`src/design/assert_macros.svh`:
```
`ifndef ASSERT_MACROS_SVH
`define ASSERT_MACROS_SVH

// Property that must hold at every clock edge out of reset
`define ASSERT_ALWAYS(label, prop, msg) \
    label: assert property (@(posedge clk) disable iff (!rst_n) (prop)) else $error(msg);

// Condition in one cycle implies a condition in the next
`define ASSERT_NEXT(label, ante, cons, msg) \
    label: assert property (@(posedge clk) disable iff (!rst_n) (ante) |=> (cons)) \
        else $error(msg);

`endif

```
`src/design/mts_pkg.sv`:
```
package mts_pkg;

    typedef logic signed [31:0] word_t;

    localparam logic [1:0] REQ_PUSH = 2'd0;
    localparam logic [1:0] REQ_POP  = 2'd1;

    localparam word_t TOP_EMPTY = 32'shFFFF_FFFF;
    localparam word_t MIN_EMPTY = 32'sh7FFF_FFFF;

    typedef enum logic [1:0] {
        ST_DONE  = 2'd0,
        ST_FULL  = 2'd1,
        ST_EMPTY = 2'd2
    } status_t;

    typedef enum logic {
        S_IDLE,
        S_POP_RD
    } state_t;

endpackage

```
`src/design/mts_ctrl.sv`:
```
`include "assert_macros.svh"

module mts_ctrl
    import mts_pkg::*;
#(
    parameter int DEPTH = 1024
) (
    input  logic                       clk,
    input  logic                       rst_n,
    input  logic                       s_tvalid,
    output logic                       s_tready,
    input  logic [1:0]                 req_type,
    input  word_t                      push_value,
    output logic                       m_tvalid,
    input  logic                       m_tready,
    output word_t                      top_value,
    output word_t                      min_value,
    output logic [$clog2(DEPTH+1)-1:0] entry_count,
    output logic [1:0]                 status,
    output logic                       val_we,
    output logic [$clog2(DEPTH)-1:0]   val_waddr,
    output logic [$clog2(DEPTH)-1:0]   val_raddr,
    input  word_t                      val_rdata,
    output logic                       min_we,
    output logic [$clog2(DEPTH)-1:0]   min_waddr,
    output logic [$clog2(DEPTH)-1:0]   min_raddr,
    input  word_t                      min_rdata,
    output word_t                      wdata
);

    localparam int AW = $clog2(DEPTH);
    localparam int CW = $clog2(DEPTH + 1);
    localparam logic [CW-1:0] FULL_COUNT = CW'(DEPTH);
    localparam logic [CW-1:0] ONE = CW'(1);

    state_t          state_reg, state_next;
    logic [CW-1:0]   ptr_reg, ptr_next;
    logic [CW-1:0]   mptr_reg, mptr_next;
    word_t           cur_min_reg, cur_min_next;
    word_t           top_reg, top_next;
    logic            pend_hit_reg, pend_hit_next;
    logic            pend_mzero_reg, pend_mzero_next;
    logic            pend_empty_reg, pend_empty_next;
    logic            out_valid_reg, out_valid_next;
    word_t           out_top_reg, out_top_next;
    word_t           out_min_reg, out_min_next;
    logic [CW-1:0]   out_count_reg, out_count_next;
    status_t         out_status_reg, out_status_next;

    logic            accept;
    logic            is_push, is_pop, full, empty;
    logic            push_ok, pop_ok, le_min, hit;
    logic [CW-1:0]   ptr_dec, mptr_dec, val_rd, min_rd;

    assign s_tready = (state_reg == S_IDLE) && (!out_valid_reg || m_tready);
    assign accept   = s_tvalid && s_tready;

    assign is_push = (req_type == REQ_PUSH);
    assign is_pop  = (req_type == REQ_POP);
    assign full    = (ptr_reg == FULL_COUNT);
    assign empty   = (ptr_reg == '0);
    assign push_ok = accept && is_push && !full;
    assign pop_ok  = accept && is_pop && !empty;
    assign le_min  = (push_value <= cur_min_reg);
    // popping the current minimum retires the top of the minimum stack
    assign hit     = (top_reg == cur_min_reg);

    assign ptr_dec  = ptr_reg - ONE;
    assign mptr_dec = (hit && (mptr_reg != '0)) ? (mptr_reg - ONE) : mptr_reg;
    assign val_rd   = ptr_dec - ONE;
    assign min_rd   = mptr_dec - ONE;

    assign wdata     = push_value;
    assign val_we    = push_ok;
    assign val_waddr = ptr_reg[AW-1:0];
    assign min_we    = push_ok && le_min && (mptr_reg < FULL_COUNT);
    assign min_waddr = mptr_reg[AW-1:0];
    assign val_raddr = val_rd[AW-1:0];
    assign min_raddr = min_rd[AW-1:0];

    always_comb
    begin
        state_next = state_reg;
        unique case (state_reg)
            S_IDLE:
            begin
                if (pop_ok)
                begin
                    state_next = S_POP_RD;
                end
            end
            S_POP_RD:
            begin
                state_next = S_IDLE;
            end
            default:
            begin
                state_next = S_IDLE;
            end
        endcase
    end

    always_comb
    begin
        ptr_next        = ptr_reg;
        mptr_next       = mptr_reg;
        cur_min_next    = cur_min_reg;
        top_next        = top_reg;
        pend_hit_next   = pend_hit_reg;
        pend_mzero_next = pend_mzero_reg;
        pend_empty_next = pend_empty_reg;
        out_valid_next  = out_valid_reg && !m_tready;
        out_top_next    = out_top_reg;
        out_min_next    = out_min_reg;
        out_count_next  = out_count_reg;
        out_status_next = out_status_reg;

        unique case (state_reg)
            S_IDLE:
            begin
                if (pop_ok)
                begin
                    ptr_next        = ptr_dec;
                    mptr_next       = mptr_dec;
                    pend_hit_next   = hit;
                    pend_mzero_next = (mptr_dec == '0);
                    pend_empty_next = (ptr_dec == '0);
                end
                else if (accept)
                begin
                    out_valid_next = 1'b1;
                    if (push_ok)
                    begin
                        ptr_next       = ptr_reg + ONE;
                        top_next       = push_value;
                        out_top_next   = push_value;
                        out_count_next = ptr_reg + ONE;
                        if (le_min)
                        begin
                            cur_min_next = push_value;
                            if (min_we)
                            begin
                                mptr_next = mptr_reg + ONE;
                            end
                        end
                        out_min_next    = le_min ? push_value : cur_min_reg;
                        out_status_next = ST_DONE;
                    end
                    else
                    begin
                        out_top_next   = empty ? TOP_EMPTY : top_reg;
                        out_min_next   = cur_min_reg;
                        out_count_next = ptr_reg;
                        if (is_push)
                        begin
                            out_status_next = ST_FULL;
                        end
                        else if (is_pop)
                        begin
                            out_status_next = ST_EMPTY;
                        end
                        else
                        begin
                            out_status_next = ST_DONE;
                        end
                    end
                end
            end
            S_POP_RD:
            begin
                // store data for the new top entries has arrived
                top_next = pend_empty_reg ? TOP_EMPTY : val_rdata;
                if (pend_hit_reg)
                begin
                    cur_min_next = pend_mzero_reg ? MIN_EMPTY : min_rdata;
                end
                out_valid_next  = 1'b1;
                out_top_next    = pend_empty_reg ? TOP_EMPTY : val_rdata;
                out_min_next    = pend_hit_reg ? (pend_mzero_reg ? MIN_EMPTY : min_rdata)
                                               : cur_min_reg;
                out_count_next  = ptr_reg;
                out_status_next = ST_DONE;
            end
            default:
            begin
                out_valid_next = 1'b0;
            end
        endcase
    end

    always_ff @(posedge clk or negedge rst_n)
    begin
        if (!rst_n)
        begin
            state_reg     <= S_IDLE;
            ptr_reg       <= '0;
            mptr_reg      <= '0;
            cur_min_reg   <= MIN_EMPTY;
            top_reg       <= TOP_EMPTY;
            out_valid_reg <= 1'b0;
        end
        else
        begin
            state_reg     <= state_next;
            ptr_reg       <= ptr_next;
            mptr_reg      <= mptr_next;
            cur_min_reg   <= cur_min_next;
            top_reg       <= top_next;
            out_valid_reg <= out_valid_next;
        end
    end

    always_ff @(posedge clk)
    begin
        pend_hit_reg   <= pend_hit_next;
        pend_mzero_reg <= pend_mzero_next;
        pend_empty_reg <= pend_empty_next;
        out_top_reg    <= out_top_next;
        out_min_reg    <= out_min_next;
        out_count_reg  <= out_count_next;
        out_status_reg <= out_status_next;
    end

    assign m_tvalid    = out_valid_reg;
    assign top_value   = out_top_reg;
    assign min_value   = out_min_reg;
    assign entry_count = out_count_reg;
    assign status      = out_status_reg;

    `ASSERT_ALWAYS(a_min_count_le_count, mptr_reg <= ptr_reg, "min stack deeper than stack")
    `ASSERT_ALWAYS(a_count_in_range, ptr_reg <= FULL_COUNT, "entry count beyond depth")
    `ASSERT_ALWAYS(a_slot_free_on_pop, (state_reg != S_POP_RD) || !out_valid_reg, "pop data with output slot busy")
    `ASSERT_NEXT(a_item_answered, accept, out_valid_reg || (state_reg == S_POP_RD), "accepted item left unanswered")

endmodule

```
`config.mk`:
```
export PLATFORM = sky130hd
export DESIGN_NAME = mts_ctrl
export DESIGN_NICKNAME = d
export VERILOG_FILES = /design/src/design/mts_pkg.sv /design/src/design/mts_ctrl.sv
export VERILOG_INCLUDE_DIRS = /design/src /design/src/design
export SDC_FILE = /design/constraint.sdc
export NUM_CORES = 1
export LEC_CHECK = 0
export ABC_CLOCK_PERIOD_IN_PS = 8500
export BUFFER_PORTS_ARGS = -buffer_cell sky130_fd_sc_hd__buf_4
export CAP_MARGIN = 20
export CORE_MARGIN = 10
export CORE_UTILIZATION = 51
export DETAILED_ROUTE_END_ITERATION = 8
export PLACE_DENSITY = 0.77
export SLEW_MARGIN = 40
export SYNTH_ARGS = -nofsm -noshare
export SYNTH_HDL_FRONTEND = slang
export SYNTH_SLANG_ARGS = --single-unit
```
`constraint.sdc`:
```
create_clock -name clk -period 8.5 [get_ports clk]
set_input_delay 1.7 -clock clk [delete_from_list [all_inputs] [get_ports clk]]
set_output_delay 1.7 -clock clk [all_outputs]
set_load 0.05 [all_outputs]
```
# Word-level counts from Yosys, hierarchy flattened

Index checks and enable logic that the tools add are counted.

Register bits after elaboration: 168
Logic and storage cells: 96
Input bits: 102
Output and inout bits: 153

Bitwise operators: 1
Reductions and logical operators: 29
Equal/unequal tests: 6
Multiplexer cells: 39
Add/subtract/negate cells: 6
$lt $le $gt $ge: 2

Operators with widths:

| kind                                               | number |
|---|---|
| 2-to-1 mux 32 bit                                  | 14 |
| case mux 32 bit (2 select lines)                   | 3 |
| 2-to-1 mux 11 bit                                  | 10 |
| zero test 11 bit                                   | 3 |
| == test 32 bit                                     | 1 |
| less-or-equal comparator 32 bit                    | 1 |
| adder 11 x 1 -> 11 bit, second input constant      | 2 |
| case mux 11 bit (2 select lines)                   | 1 |
| subtractor 11 x 1 -> 11 bit, second input constant | 2 |
| subtractor 10 x 1 -> 10 bit, second input constant | 2 |
| == test 11 bit, second input constant              | 1 |
| less-than comparator 11 bit, second input constant | 1 |
| nonzero test 11 bit                                | 1 |
| logical AND 1 bit                                  | 10 |
| 2-to-1 mux 2 bit                                   | 5 |
| nonzero test 2 bit                                 | 4 |
| != test 2 bit, second input constant               | 3 |
| AND reduction 2 bit                                | 3 |
| AND reduction 5 bit                                | 1 |
| zero test 1 bit                                    | 4 |
| case mux 1 bit (2 select lines)                    | 2 |
| case mux 2 bit (2 select lines)                    | 1 |
| 2-to-1 mux 1 bit                                   | 3 |
| AND reduction 3 bit                                | 1 |
| other kinds (4)                                    | 4 |

# Longest topological paths before layout

Word-level depth: 13
Mapped depth: 17
Mapped depth without buffers: 13

# Worst setup path before layout

Ideal clock, no wire load.

Kind: input port to flip-flop
Start: input m_tready
End: register out_count_reg[0], in the netlist entry_count[0], enable pin
Library setup time: 0.619 ns
Stages on the path: 6
Arrival time: 8.058 ns
Setup slack: -0.176 ns
Buffers on the path: 1
Data required time: 7.881 ns
Path through: o21a_1 > nand2_1 > or2_2 > inv_2 > buf_2 > o21ai_0

Longest elaborated chain between the ends: 7
Elaborated cells between the ends (all ways): 8
Classes of those cells: eq/ne (2); reduce/logical (6)

Ends and longest elaborated chain:

| what                              | RTL line        | text |
|---|---|---|
| from (decl)                       | mts_ctrl.sv:15  | `input logic m_tready,` |
| logical OR 1 bit (*)              | mts_ctrl.sv:55  | `assign s_tready = (state_reg == S_IDLE) && (!out_valid_reg \|\| m_tready);` |
| logical AND 1 bit (*)             | mts_ctrl.sv:55  |  |
| logical AND 1 bit (*)             | mts_ctrl.sv:56  | `assign accept = s_tvalid && s_tready;` |
| logical AND 1 bit (2 in series)   | mts_ctrl.sv:63  | `assign pop_ok = accept && is_pop && !empty;` |
| != test 2 bit (no line)           | --              |  |
| AND reduction 2 bit (no line) (*) | --              |  |
| to (signal assigned)              | mts_ctrl.sv:220 | `out_count_reg <= out_count_next;` |
| to (decl)                         | mts_ctrl.sv:47  | `logic [CW-1:0] out_count_reg, out_count_next;` |

Every way passes the cells marked *; elsewhere a longest branch is shown, timed or not.
A chain may end at the register's enable or synchronous reset.

# Final worst setup path

Start: register cur_min_reg[25]
End: output min_raddr[8]

Longest elaborated chain between the ends: 4

Ends and longest elaborated chain:

| what                        | RTL line        | text |
|---|---|---|
| from (decl)                 | mts_ctrl.sv:39  | `word_t cur_min_reg, cur_min_next;` |
| from (signal assigned)      | mts_ctrl.sv:207 | `cur_min_reg <= cur_min_next;` |
| == test 32 bit              | mts_ctrl.sv:66  | `assign hit = (top_reg == cur_min_reg);` |
| logical AND 1 bit           | mts_ctrl.sv:69  | `assign mptr_dec = (hit && (mptr_reg != '0)) ? (mptr_reg - ONE) : mptr_reg;` |
| 2-to-1 mux 11 bit           | mts_ctrl.sv:69  |  |
| subtractor 10 x 1 -> 10 bit | mts_ctrl.sv:71  | `assign min_rd = mptr_dec - ONE;` |
| to (decl)                   | mts_ctrl.sv:26  | `output logic [$clog2(DEPTH)-1:0] min_raddr,` |

Every way passes these cells.

==> flow_summary.ini <==
[critical_path]
slowest_delay_ns = 0.79
cp-start-kind = flip-flop
path_cells = xnor2_1 -> nand4_1 -> nor4_1 -> and3_1 -> xnor2_1 -> ha_1 -> nand2_1 -> a31oi_1 -> a31oi_1 -> nor3b_1 -> nand3_2 -> xnor2_1 -> buf_4
r2r_end = pend_mzero_reg
crit_type = reg -> out
rrSetupSlack_ns = 4.37
slowest_stage = nor4_1
crit_path_max_fanout = 16
path_common_cell = xnor2_1
cp.arrival_ns = 4.56
cp-end-kind = primary output
reg2reg_from = cur_min_reg[25]
cp.required_ns = 6.80
r2r.worst_path.cells = 12

[grt]
grt.total_usage_pct = 23.2
overflow = 0
grt_pass1_vias = 8391
antenna_found_initial = 1
grt_max_degree = 99
grt_pass1_wl_mm = 48.5

[yosys]
avgSynthCellArea_sq_um = 10.3
syn_nets = 1136
async_flop_share_pct = 52.4
synth-seq-area-share_pct = 45.9
ys.flop_type = edfxtp_1
netlist_instances = 992
ys_seq_elements = 168
synth_edf_count = 80
synth_area_sq_mm = 0.0102
yosys_warnings = 0
ys_types = 61

[clock_tree]
post_cts_buffers = 0
cts_tree = yes
cts_buffer_depth = 2
numCtsBuffers = 17
clk_latency_ns = 0.43
cts.sinks = 168
cts_max_level = 4
ctsHoldBuffers = 0
clk_pin_slew_ns = 0.06
clockRootBuffer = clkbuf_16
cts-resized-gates = 0

[timing]
rsz0062_at_grt = false
max_clock_freq_mhz = 160
setup_viol = 0
slew_violations = 0
period_needed_ns = 6.26
post-route-period-util_pct = 73.6
worst_hold_slack_ns = 0.560
fin_worst_skew_ns = 0.0110
hold_viol_final = 0
relSlewSlack_pct = 41.0
tightest_slew_ns = 0.876
fin_tns_setup_ns = 0

[cells_and_area]
drive_gt1_share_pct = 32.3
layout_commonest_cell = buf_4
utilization_pct = 63.6
final_cell_mix = buf_4 (259), o21ai_0 (138), edfxtp_1 (80)
synthToLayoutAreaGrowth_pct = 22.1
fin_nets = 1304
nFillCells = 1598

[routing]
vias = 8396
via_per_inst = 5.83
detail_route.wl_per_cell_microns = 21.6
drt-initial-drc-count = 629
drt_pass1_iterations = 5
wirelength_mm = 31.1
final_antenna_net_count = 0
drc = 0

[placement]
post-dp-hpwl_mm = 21.8
io_buffers = 254
place.gp.congestion = 0.909

[floorplan]
initial_core_util_pct = 52.1
design.core.area_sq_mm = 0.0196
rows = 51
pin_count = 255
die_w_microns = 161
dieArea_sq_mm = 0.0261
die_y_microns = 161

[pwr]
p_leak_nw = 5.20
ir_drop_mv = 0.287
power_density_mw_per_mm2 = 347

[status]
status = complete, no violations

[hold_path]
min_path_cells = 1
holdPathEnd = cur_min_reg[25]
hp-class = reg -> reg
worstHoldStart = cur_min_reg[25]

[flow_run]
max-cap-violations = 0
[logic make-up (layout without fill, tap and decap cells)]
kind of cell	count (synthesis)	in the layout	synth area share (%)
muxes	35	35	3.46
DFF	168	168	45.9
other	0	1	0
AOI/OAI and AO/OA	298	298	18.7
buffers and inverters	167	348	9.01
adders and majority gates	42	42	5.15
xor gates and xnor gates	82	82	7.11
and+or+nand+nor	200	200	10.7
[worst max-delay path by stage]
stage | startpoint | endpoint | slack (ns) | cells after the start
final | cur_min_reg[25] | min_raddr[8] | 2.24 | 13
after global placement | push_value[21] | min_we | 2.85 | 10
after CTS | cur_min_reg[25] | min_raddr[6] | 2.33 | 13
after global routing | cur_min_reg[25] | min_raddr[6] | 2.08 | 13
after floorplan | m_tready | entry_count[0] | 1.90 | 6
after detailed placement | push_value[21] | min_we | 2.78 | 10
[metrics by stage]
| step | std cells | setup WS, ns | instance area, sq um | total power, mW |
|---|---|---|---|---|
| 5_1_grt | 1439 | 2.08 | 12500 | 4.56 |
| 3_3_place_gp | 1404 | 2.85 | 11800 | 3.48 |
| 6_report | 1439 | 2.24 | 12500 | 4.32 |
| 4_1_cts | 1438 | 2.33 | 12400 | 4.34 |
| 3_5_place_dp | 1406 | 2.78 | 11800 | 3.51 |
| 2_1_floorplan | 992 | 1.90 | 10200 | 2.96 |
[worst max-delay path: cells and delay by family, from the launching register on]
kind	cells	cell delay, ns
buf+inv	1	0.22
flops	1	0.56
xor+xnor	3	0.60
fa+ha+maj	1	0.25
compound gates	2	0.28
simple gates	6	2.21
[Yosys cell counts, drive strengths merged, types with 3 or more instances]
| cell type | instances | area (sq um) |
|---|---|---|
| a21o | 3 | 22.5 |
| a21oi | 23 | 115 |
| a31oi | 7 | 43.8 |
| a32o | 3 | 30.0 |
| and3 | 6 | 37.5 |
| buf | 79 | 588 |
| clkbuf | 37 | 140 |
| dfrtp | 25 | 626 |
| dfstp | 63 | 1660 |
| edfxtp | 80 | 2400 |
| ha | 42 | 526 |
| inv | 51 | 191 |
| mux2i | 33 | 330 |
| nand2 | 44 | 173 |
| nand2b | 3 | 18.8 |
| nand3 | 26 | 135 |
| nand3b | 3 | 22.5 |
| nand4 | 20 | 125 |
| nor2 | 31 | 119 |
| nor2b | 3 | 18.8 |
| nor3 | 9 | 60.1 |
| nor3b | 3 | 22.5 |
| nor4 | 7 | 50.1 |
| o211ai | 6 | 45.0 |
| o21a | 64 | 480 |
| o21ai | 145 | 733 |
| o22ai | 6 | 37.5 |
| o32a | 31 | 310 |
| or3 | 32 | 200 |
| xnor2 | 66 | 586 |
| xor2 | 16 | 140 |
[final cells by class]
class	count	area, sq um	share of cell area [%]
antenna	1	2.50	0.0201
clock buffer	17	425	3.41
clock inverter	15	186	1.50
inverter	51	191	1.54
multi-input combinational	657	4630	37.1
sequential	168	4680	37.6
tap	265	332	2.66
timing repair buffer	265	2020	16.2
[power breakdown]
group | internal [mW] | switching (mW)
clock network | 0.470 | 0.349
logic | 0.736 | 1.31
registers | 1.21 | 0.250
total | 2.41 | 1.91
[metal layers]
layer / routed length, microns / vias to the layer above / track usage, %
met5: 0 / - / 0
met4: 686 / 0 / 7.90
met3: 2630 / 44 / 6.08
met2: 15100 / 374 / 37.6
met1: 12700 / 4078 / 29.4
li1: - / 3900 / -
Power figures use the tool's default switching activity.
